`config.mk`:
```
export PLATFORM = sky130hd
export DESIGN_NAME = xml_text_escaper_top
export DESIGN_NICKNAME = d
export VERILOG_FILES = /design/src/rtl/xte_pkg.sv /design/src/rtl/xml_text_escaper_top.sv /design/src/rtl/xte_front.sv /design/src/rtl/xte_queue.sv /design/src/rtl/xte_back.sv
export SDC_FILE = /design/constraint.sdc
export NUM_CORES = 1
export LEC_CHECK = 0
export ABC_AREA = 1
export BUFFER_PORTS_ARGS = -buffer_cell sky130_fd_sc_hd__buf_4
export CORE_MARGIN = 2
export CORE_UTILIZATION = 52
export CTS_CLUSTER_DIAMETER = 120
export DETAILED_ROUTE_END_ITERATION = 8
export PLACE_DENSITY = 0.7
export SLEW_MARGIN = 20
export SYNTH_ARGS = -nofsm -noshare
export SYNTH_HDL_FRONTEND = slang
export SYNTH_SLANG_ARGS = --single-unit
```
`constraint.sdc`:
```
create_clock -name clk -period 4.5 [get_ports clk]
set_clock_uncertainty 0.05 [all_clocks]
set_input_delay 0.45 -clock clk [delete_from_list [all_inputs] [get_ports clk]]
set_output_delay 0.45 -clock clk [all_outputs]
set_load 0.02 [all_outputs]
```
`src/rtl/xte_pkg.sv`:
```
// Shared types, constants and text tables for the XML text escaper.
`timescale 1ns / 1ps

package xte_pkg;

  // Default number of classified items held between the front and the back.
  localparam int XTE_QUEUE_DEPTH = 2;

  // Longest run of output bytes one input item can cause.
  localparam int XTE_MAX_RUN = 12;

  // Character codes the classifier tests against.
  localparam logic [7:0] CH_TAB  = 8'h09;
  localparam logic [7:0] CH_LF   = 8'h0A;
  localparam logic [7:0] CH_CR   = 8'h0D;
  localparam logic [7:0] CH_QUOT = 8'h22;
  localparam logic [7:0] CH_AMP  = 8'h26;
  localparam logic [7:0] CH_APOS = 8'h27;
  localparam logic [7:0] CH_LT   = 8'h3C;
  localparam logic [7:0] CH_GT   = 8'h3E;

  // How an accepted item is to be written out.
  typedef enum logic [3:0] {
    KIND_PASS,
    KIND_BR,
    KIND_NL_ATTR,
    KIND_LT,
    KIND_GT,
    KIND_AMP,
    KIND_APOS,
    KIND_QUOT,
    KIND_HEX
  } xte_kind_t;

  // One classified item as it travels from the front to the back.
  typedef struct packed {
    xte_kind_t  kind;
    logic [7:0] chr;
  } xte_entry_t;

  // Entity texts, left-justified in a 12-byte buffer.
  localparam logic [95:0] TXT_BR   = {"<br/>", 56'h0};
  localparam logic [95:0] TXT_NL   = {"&#10;", 56'h0};
  localparam logic [95:0] TXT_LT   = {"&lt;", 64'h0};
  localparam logic [95:0] TXT_GT   = {"&gt;", 64'h0};
  localparam logic [95:0] TXT_AMP  = {"&amp;", 56'h0};
  localparam logic [95:0] TXT_APOS = {"&apos;", 48'h0};
  localparam logic [95:0] TXT_QUOT = {"&quot;", 48'h0};

  // Number of output bytes an item of the given kind produces.
  function automatic logic [3:0] run_len(input xte_kind_t kind);
    logic [3:0] len;
    case (kind)
      KIND_PASS:    len = 4'd1;
      KIND_BR:      len = 4'd5;
      KIND_NL_ATTR: len = 4'd5;
      KIND_LT:      len = 4'd4;
      KIND_GT:      len = 4'd4;
      KIND_AMP:     len = 4'd5;
      KIND_APOS:    len = 4'd6;
      KIND_QUOT:    len = 4'd6;
      KIND_HEX:     len = 4'd12;
      default:      len = 4'd1;
    endcase
    return len;
  endfunction

  // Lower-case ASCII hex digit for one nibble.
  function automatic logic [7:0] hex_digit(input logic [3:0] nib);
    logic [7:0] d;
    if (nib < 4'd10) begin
      d = 8'h30 + {4'h0, nib};
    end else begin
      d = 8'h57 + {4'h0, nib};
    end
    return d;
  endfunction

  // Full output text of an item, left-justified in a 12-byte buffer.
  function automatic logic [95:0] run_text(input xte_entry_t ent);
    logic [95:0] txt;
    case (ent.kind)
      KIND_PASS:    txt = {ent.chr, 88'h0};
      KIND_BR:      txt = TXT_BR;
      KIND_NL_ATTR: txt = TXT_NL;
      KIND_LT:      txt = TXT_LT;
      KIND_GT:      txt = TXT_GT;
      KIND_AMP:     txt = TXT_AMP;
      KIND_APOS:    txt = TXT_APOS;
      KIND_QUOT:    txt = TXT_QUOT;
      KIND_HEX:     txt = {"&lt;0x", hex_digit(ent.chr[7:4]), hex_digit(ent.chr[3:0]), "&gt;"};
      default:      txt = {ent.chr, 88'h0};
    endcase
    return txt;
  endfunction

  // Byte at position idx of an item's output text.
  function automatic logic [7:0] run_byte(input xte_entry_t ent, input logic [3:0] idx);
    logic [95:0] txt;
    logic [6:0]  shamt;
    txt   = run_text(ent);
    shamt = {4'(4'd11 - idx), 3'b000};
    return 8'(txt >> shamt);
  endfunction

endpackage

```
`src/rtl/xml_text_escaper_top.sv`:
```
// Top level of the XML text escaper: front end, item queue and back end.
`timescale 1ns / 1ps

// Usage:
// The input channel (in_valid/in_ready) takes one byte of a string per item,
// with in_string_start high on the first byte of each string. The output
// channel (out_valid/out_ready) gives the escaped text one byte per item, with
// out_run_last high on the last byte caused by each input byte; a dropped
// CR/LF produces no output at all. cfg_wr_en/cfg_wr_data write the attribute
// mode bit at any clock edge; change it only while the block is idle.
// With the queue empty, an accepted item enters the queue, and its first output
// byte is then loaded into the output register, raising out_valid. An item whose
// text is N bytes holds the expander until all N bytes are loaded (a plain byte
// is shortest, a hex escape longest), so plain text flows at one byte per cycle
// while out_ready stays high; the queue of QUEUE_DEPTH items lets input be taken
// while a long entity is still being written out.
// Reset (rst_n low, synchronous) empties the queue and output register, clears
// attribute mode and the previous-byte context. When the receiver stalls, the
// output byte holds, the queue fills, and in_ready falls once it is full.
module xml_text_escaper_top #(
  parameter int QUEUE_DEPTH = xte_pkg::XTE_QUEUE_DEPTH
) (
  input  logic       clk,
  input  logic       rst_n,
  input  logic       cfg_wr_en,
  input  logic       cfg_wr_data,
  input  logic       in_valid,
  output logic       in_ready,
  input  logic [7:0] in_byte,
  input  logic       in_string_start,
  output logic       out_valid,
  input  logic       out_ready,
  output logic [7:0] out_byte,
  output logic       out_run_last
);
  import xte_pkg::*;

  logic       push;
  logic       pop;
  logic       q_full;
  logic       q_valid;
  xte_entry_t wr_entry;
  xte_entry_t rd_entry;

  xte_front u_front (
    .clk             (clk),
    .rst_n           (rst_n),
    .cfg_wr_en       (cfg_wr_en),
    .cfg_wr_data     (cfg_wr_data),
    .in_valid        (in_valid),
    .q_full          (q_full),
    .in_byte         (in_byte),
    .in_string_start (in_string_start),
    .in_ready        (in_ready),
    .push            (push),
    .entry           (wr_entry)
  );

  xte_queue #(
    .DEPTH (QUEUE_DEPTH)
  ) u_queue (
    .clk      (clk),
    .rst_n    (rst_n),
    .push     (push),
    .wr_entry (wr_entry),
    .pop      (pop),
    .full     (q_full),
    .rd_valid (q_valid),
    .rd_entry (rd_entry)
  );

  xte_back u_back (
    .clk          (clk),
    .rst_n        (rst_n),
    .q_valid      (q_valid),
    .q_entry      (rd_entry),
    .q_pop        (pop),
    .out_ready    (out_ready),
    .out_valid    (out_valid),
    .out_byte     (out_byte),
    .out_run_last (out_run_last)
  );

endmodule

```
`src/rtl/xte_front.sv`:
```
// Front end: accepts input items, tracks line-break context and classifies each byte.
`timescale 1ns / 1ps

module xte_front (
  input  logic              clk,
  input  logic              rst_n,
  input  logic              cfg_wr_en,
  input  logic              cfg_wr_data,
  input  logic              in_valid,
  input  logic              q_full,
  input  logic [7:0]        in_byte,
  input  logic              in_string_start,
  output logic              in_ready,
  output logic              push,
  output xte_pkg::xte_entry_t entry
);
  import xte_pkg::*;

  logic       attr_mode_r;
  logic [7:0] prev_r, prev_nxt;
  logic       have_prev_r, have_prev_nxt;
  logic       armed_r, armed_nxt;

  logic       accept;
  logic       is_nl;
  logic       drop;
  logic [7:0] prev_eff;
  logic       have_eff;
  logic       armed_eff;
  logic       armed_upd;
  logic [7:0] other;
  xte_kind_t  kind;

  assign in_ready = !q_full;
  assign accept   = in_valid && in_ready;

  // A new string clears the previous-byte context and re-arms the break logic.
  always_comb begin
    prev_eff  = in_string_start ? 8'h00 : prev_r;
    have_eff  = in_string_start ? 1'b0 : have_prev_r;
    armed_eff = in_string_start ? 1'b1 : armed_r;
  end

  // CR/LF pairing: the complementary byte right after a line break is dropped once.
  always_comb begin
    is_nl     = (in_byte == CH_CR) || (in_byte == CH_LF);
    other     = (in_byte == CH_LF) ? CH_CR : CH_LF;
    armed_upd = armed_eff || (have_eff && prev_eff != CH_LF && prev_eff != CH_CR);
    drop      = is_nl && armed_upd && have_eff && (prev_eff == other);
    if (is_nl) begin
      armed_nxt = !drop;
    end else begin
      armed_nxt = armed_eff;
    end
    prev_nxt      = in_byte;
    have_prev_nxt = 1'b1;
  end

  // Classify the byte into the kind of text it turns into.
  always_comb begin
    if (is_nl) begin
      kind = attr_mode_r ? KIND_NL_ATTR : KIND_BR;
    end else if (in_byte == CH_LT) begin
      kind = KIND_LT;
    end else if (in_byte == CH_GT) begin
      kind = KIND_GT;
    end else if (in_byte == CH_AMP) begin
      kind = KIND_AMP;
    end else if (attr_mode_r && in_byte == CH_APOS) begin
      kind = KIND_APOS;
    end else if (attr_mode_r && in_byte == CH_QUOT) begin
      kind = KIND_QUOT;
    end else if (in_byte inside {CH_TAB, [8'h20:8'h7E]}) begin
      kind = KIND_PASS;
    end else begin
      kind = KIND_HEX;
    end
  end

  assign push       = accept && !drop;
  assign entry.kind = kind;
  assign entry.chr  = in_byte;

  // Context and mode registers.
  always_ff @(posedge clk) begin
    if (!rst_n) begin
      attr_mode_r <= 1'b0;
      prev_r      <= 8'h00;
      have_prev_r <= 1'b0;
      armed_r     <= 1'b1;
    end else begin
      if (cfg_wr_en) begin
        attr_mode_r <= cfg_wr_data;
      end
      if (accept) begin
        prev_r      <= prev_nxt;
        have_prev_r <= have_prev_nxt;
        armed_r     <= armed_nxt;
      end
    end
  end

endmodule

```
`src/rtl/xte_queue.sv`:
```
// Small FIFO of classified items between the front end and the back end.
`timescale 1ns / 1ps

module xte_queue #(
  parameter int DEPTH = xte_pkg::XTE_QUEUE_DEPTH
) (
  input  logic                clk,
  input  logic                rst_n,
  input  logic                push,
  input  xte_pkg::xte_entry_t wr_entry,
  input  logic                pop,
  output logic                full,
  output logic                rd_valid,
  output xte_pkg::xte_entry_t rd_entry
);
  import xte_pkg::*;

  localparam int PTR_W = (DEPTH > 1) ? $clog2(DEPTH) : 1;
  localparam int CNT_W = $clog2(DEPTH + 1);

  xte_entry_t       slot_r [DEPTH];
  logic [PTR_W-1:0] wr_ptr_r, wr_ptr_nxt;
  logic [PTR_W-1:0] rd_ptr_r, rd_ptr_nxt;
  logic [CNT_W-1:0] count_r, count_nxt;

  assign full     = (count_r == CNT_W'(DEPTH));
  assign rd_valid = (count_r != '0);
  assign rd_entry = slot_r[rd_ptr_r];

  // Pointer wrap and occupancy update.
  always_comb begin
    wr_ptr_nxt = (wr_ptr_r == PTR_W'(DEPTH - 1)) ? '0 : wr_ptr_r + 1'b1;
    rd_ptr_nxt = (rd_ptr_r == PTR_W'(DEPTH - 1)) ? '0 : rd_ptr_r + 1'b1;
    count_nxt  = count_r;
    if (push && !pop) begin
      count_nxt = count_r + 1'b1;
    end else if (pop && !push) begin
      count_nxt = count_r - 1'b1;
    end
  end

  always_ff @(posedge clk) begin
    if (!rst_n) begin
      wr_ptr_r <= '0;
      rd_ptr_r <= '0;
      count_r  <= '0;
    end else begin
      if (push) begin
        wr_ptr_r <= wr_ptr_nxt;
      end
      if (pop) begin
        rd_ptr_r <= rd_ptr_nxt;
      end
      count_r <= count_nxt;
    end
  end

  // Item storage needs no reset.
  always_ff @(posedge clk) begin
    if (push) begin
      slot_r[wr_ptr_r] <= wr_entry;
    end
  end

`ifndef SYNTHESIS
  // An item is never written into a full queue unless one leaves in the same cycle.
  a_no_overflow: assert property (@(posedge clk) disable iff (!rst_n)
    push && full |-> pop)
    else $error("queue overflow");

  // An item is never taken from an empty queue.
  a_no_underflow: assert property (@(posedge clk) disable iff (!rst_n)
    pop |-> rd_valid)
    else $error("queue underflow");
`endif

endmodule

```
`src/rtl/xte_back.sv`:
```
// Back end: expands each classified item into its run of output bytes.
`timescale 1ns / 1ps

module xte_back (
  input  logic                clk,
  input  logic                rst_n,
  input  logic                q_valid,
  input  xte_pkg::xte_entry_t q_entry,
  output logic                q_pop,
  input  logic                out_ready,
  output logic                out_valid,
  output logic [7:0]          out_byte,
  output logic                out_run_last
);
  import xte_pkg::*;

  logic [3:0] idx_r, idx_nxt;
  logic       out_valid_r;
  logic [7:0] out_byte_r;
  logic       out_last_r;

  logic [3:0] len;
  logic       last;
  logic       load;

  // Load the next byte of the head item whenever the output register is free.
  always_comb begin
    len     = run_len(q_entry.kind);
    last    = (idx_r == len - 4'd1);
    load    = q_valid && (!out_valid_r || out_ready);
    idx_nxt = last ? 4'd0 : idx_r + 4'd1;
  end

  assign q_pop        = load && last;
  assign out_valid    = out_valid_r;
  assign out_byte     = out_byte_r;
  assign out_run_last = out_last_r;

  always_ff @(posedge clk) begin
    if (!rst_n) begin
      out_valid_r <= 1'b0;
      idx_r       <= 4'd0;
    end else begin
      if (load) begin
        out_valid_r <= 1'b1;
        idx_r       <= idx_nxt;
      end else if (out_ready) begin
        out_valid_r <= 1'b0;
      end
    end
  end

  // Output payload register.
  always_ff @(posedge clk) begin
    if (load) begin
      out_byte_r <= run_byte(q_entry, idx_r);
      out_last_r <= last;
    end
  end

`ifndef SYNTHESIS
  // Partway through a run there is always an item at the queue head.
  a_run_has_item: assert property (@(posedge clk) disable iff (!rst_n)
    idx_r != 4'd0 |-> q_valid)
    else $error("run in progress without an item");

  // The head item does not change while its run is being written out.
  a_head_stable: assert property (@(posedge clk) disable iff (!rst_n)
    idx_r != 4'd0 |-> $stable(q_entry))
    else $error("head item changed during its run");

  // The run position never reaches the end of the current item's text.
  a_idx_in_range: assert property (@(posedge clk) disable iff (!rst_n)
    q_valid |-> idx_r < len)
    else $error("run position past end of text");
`endif

endmodule

```
==> out/metrics.csv <==
metric,value,unit
status,completed,
postCtsHoldBufs,0,
muxShareOfSynthArea,0.288,%
h-tree-depth,2,
preCtsSetupSlack,1120,ps
drcViolationCount,0,
hp-class,input port to flop,
final_layout_size_suffix_gt1_share,15.9,%
synthesis.instances,474,
die_w,85.7,um
syn2layout_area_growth,9.34,%
synthArstFlopShare,0,%
die_h,85.7,um
worst_r2r_endpoint,u_queue.count_r[1]$_SDFFE_PN0P_,
die_area,7340,sq um
max_cap_viol_count,0,
grt_overflow,0,
cts_tree,yes,
initial_core_util,54.3,%
path_class,flop to flop,
cts_setup_buffers,0,
rows,29,
nNetsFinal,517,
ys_ff_latch,54,
finalWorstSetupSlack,1140,ps
synth_edf_count,33,
synth.cell_area,3470,sq um
portBuffers,25,
cts_made_buffers,5,
ys_seq_area_share,40.7,%
first_global_vias,2856,
core,6390,sq um
finalNonFillerCells,573,
final.setup.tns,0,ps
vdd_drop_max,504,uV
timing.hold.ws,289,ps
synth_fp_nets,496,
mostFrequentLayoutCell,nand2_1,
insertion_delay,310,ps
n_antenna_cell,0,
dominantRegCellSynth,edfxtp_1,
synth_compound_area_share,9.55,%
min_from,in_byte[5],
ioPinCount,26,
drt-total-wl,7.85,mm
grt_setup_unrepaired,no,
grt_pass1_wl,13.2,mm
endpoint_kind,flop,
grt_max_degree,24,
cp.required,4660,ps
place_congestion,0.954,
ys_types,36,
power_density,615,nW/um^2
synthSimpleGateAreaFrac,36.3,%
cts_resized,0,
worstPathArrival,3510,ps
setup_violations,0,
clk_pin_slew,100,ps
grt_usage,22.5,%
synth_top_family_by_area,simple AND/OR/NAND/NOR gates,
final_cell_mix,"124 x nand2_1, 55 x inv_1, 55 x nand3_1",
wl_per_cell,13.7,um
dp_hpwl,6.00,mm
synth_xor_area_share,1.51,%
ant_nets,0,
vias,3138,
cts_num_sinks,54,
whs_endpoint,u_queue.slot_r[1][5]$_DFFE_PP_,
min_period,3360,ps
holdPathStages,1,
r2r_cells,18,
yosys.area_share.adder,2.52,%
worstMarginPinSlew,977,ps
crit_path_max_fanout,21,
leakage,1.71,nW
r2r_slack,1140,ps
dpl.cell_count,565,
syn_avg_cell_area,7.32,sq um
yosysWarnings,0,
antenna_found_initial,0,
maxSlewHeadroom,34.6,%
post-route-util,59.4,%
fin_crit_sh,74.6,%
vias_per_cell,5.48,
drtPass1Iterations,5,
drv_slew,0,
hold_violations,0,
cts.root.buffer_cell,clkbuf_8,
cts_max_path_buffers,2,
cp-start-kind,flop,
drt_iter0_drc,191,
timing.fmax,298,MHz
==> flip-flops by register name, summed over array words and instances, names as in the netlist, named ones only <==
signal               flops
u_back.idx_r             4
u_back.out_byte          8
u_back.out_run_last      1
u_back.out_valid         1
u_front.armed_r          1
u_front.attr_mode_r      1
u_front.have_prev_r      1
u_front.prev_r           8
u_queue.count_r          2
u_queue.rd_ptr_r         1
u_queue.slot_r          24
u_queue.wr_ptr_r         1
==> worst max-delay path: stages, from the launching register on <==
cell     delay (ps)
dfxtp_1         790
inv_2           190
nand2_1         120
nand2_2          80
nor2_4          160
nand2_4         170
nand2_2         130
ha_1            240
xor2_1          130
nand3_1         110
inv_1            80
nand3_2         100
inv_2            70
nand2_2          50
ha_1            330
a21oi_1         120
o21ai_0         120
o21ai_0         160
a21oi_1          60
==> worst max path at each step <==
stage,startpoint,to,depth (start not counted)
3_5_place_dp,flop,u_queue.count_r[1]$_SDFFE_PN0P_,18
4_1_cts,flop,u_queue.count_r[1]$_SDFFE_PN0P_,18
5_1_grt,flop,u_queue.count_r[1]$_SDFFE_PN0P_,18
6_report,flop,u_queue.count_r[1]$_SDFFE_PN0P_,18
3_3_place_gp,flop,u_queue.count_r[1]$_SDFFE_PN0P_,18
2_1_floorplan,flop,u_queue.count_r[1]$_SDFFE_PN0P_,18
==> cell families after synthesis <==
family	Yosys count
muxes	1
xor gates and xnor gates	6
adders and majority gates	7
AOI/OAI and AO/OA	60
DFF	54
and+or+nand+nor	272
buffers and inverters	74
==> area by class of cell <==
class / instances / area (sq um)
Sequential cell: 54 / 1410
Fill cell: 609 / 2590
Timing Repair Buffer: 26 / 195
Tap cell: 77 / 96.3
Multi-Input combinational cell: 346 / 1740
Clock inverter: 3 / 48.8
Inverter: 62 / 233
Clock buffer: 5 / 68.8
==> routing by layer <==
metal | vias up | GRT usage (%) | part of all wire (%)
met4 | 0 | 7.07 | 2.1
met3 | 15 | 3.27 | 5.8
met2 | 103 | 36.7 | 46
met1 | 1422 | 31.1 | 46
li1 | 1598 | - | -
met5 | - | 0 | 0
==> metrics by stage <==
stage               power (mW)  area (sq um)
finish                    2.33          3790
floorplan                 1.72          3470
CTS                       2.34          3790
global route              2.52          3790
global placement          1.97          3680
detailed placement        1.99          3680
==> synthesized netlist by cell type (6+ instances only) <==
library cell	count	share of area (%)
nand3_1	55	7.9
nand2_2	16	2.9
inv_1	55	5.9
nor3_1	7	1.0
edfxtp_1	33	29
ha_1	7	2.5
o21ai_0	24	3.5
nand2_1	124	13
nor2_2	6	1.1
a21oi_1	22	3.2
nand4_1	6	1.1
dfxtp_1	21	12
nor2_1	42	4.5
==> power by group <==
| group | switching (mW) | internal [mW] | leakage [nW] |
|---|---|---|---|
| combinational | 0.802 | 0.411 | 1.17 |
| sequential | 0.0962 | 0.682 | 0.485 |
| clock | 0.172 | 0.170 | 0.0563 |
| total | 1.07 | 1.26 | 1.71 |
(Power assumes the default switching activity.)
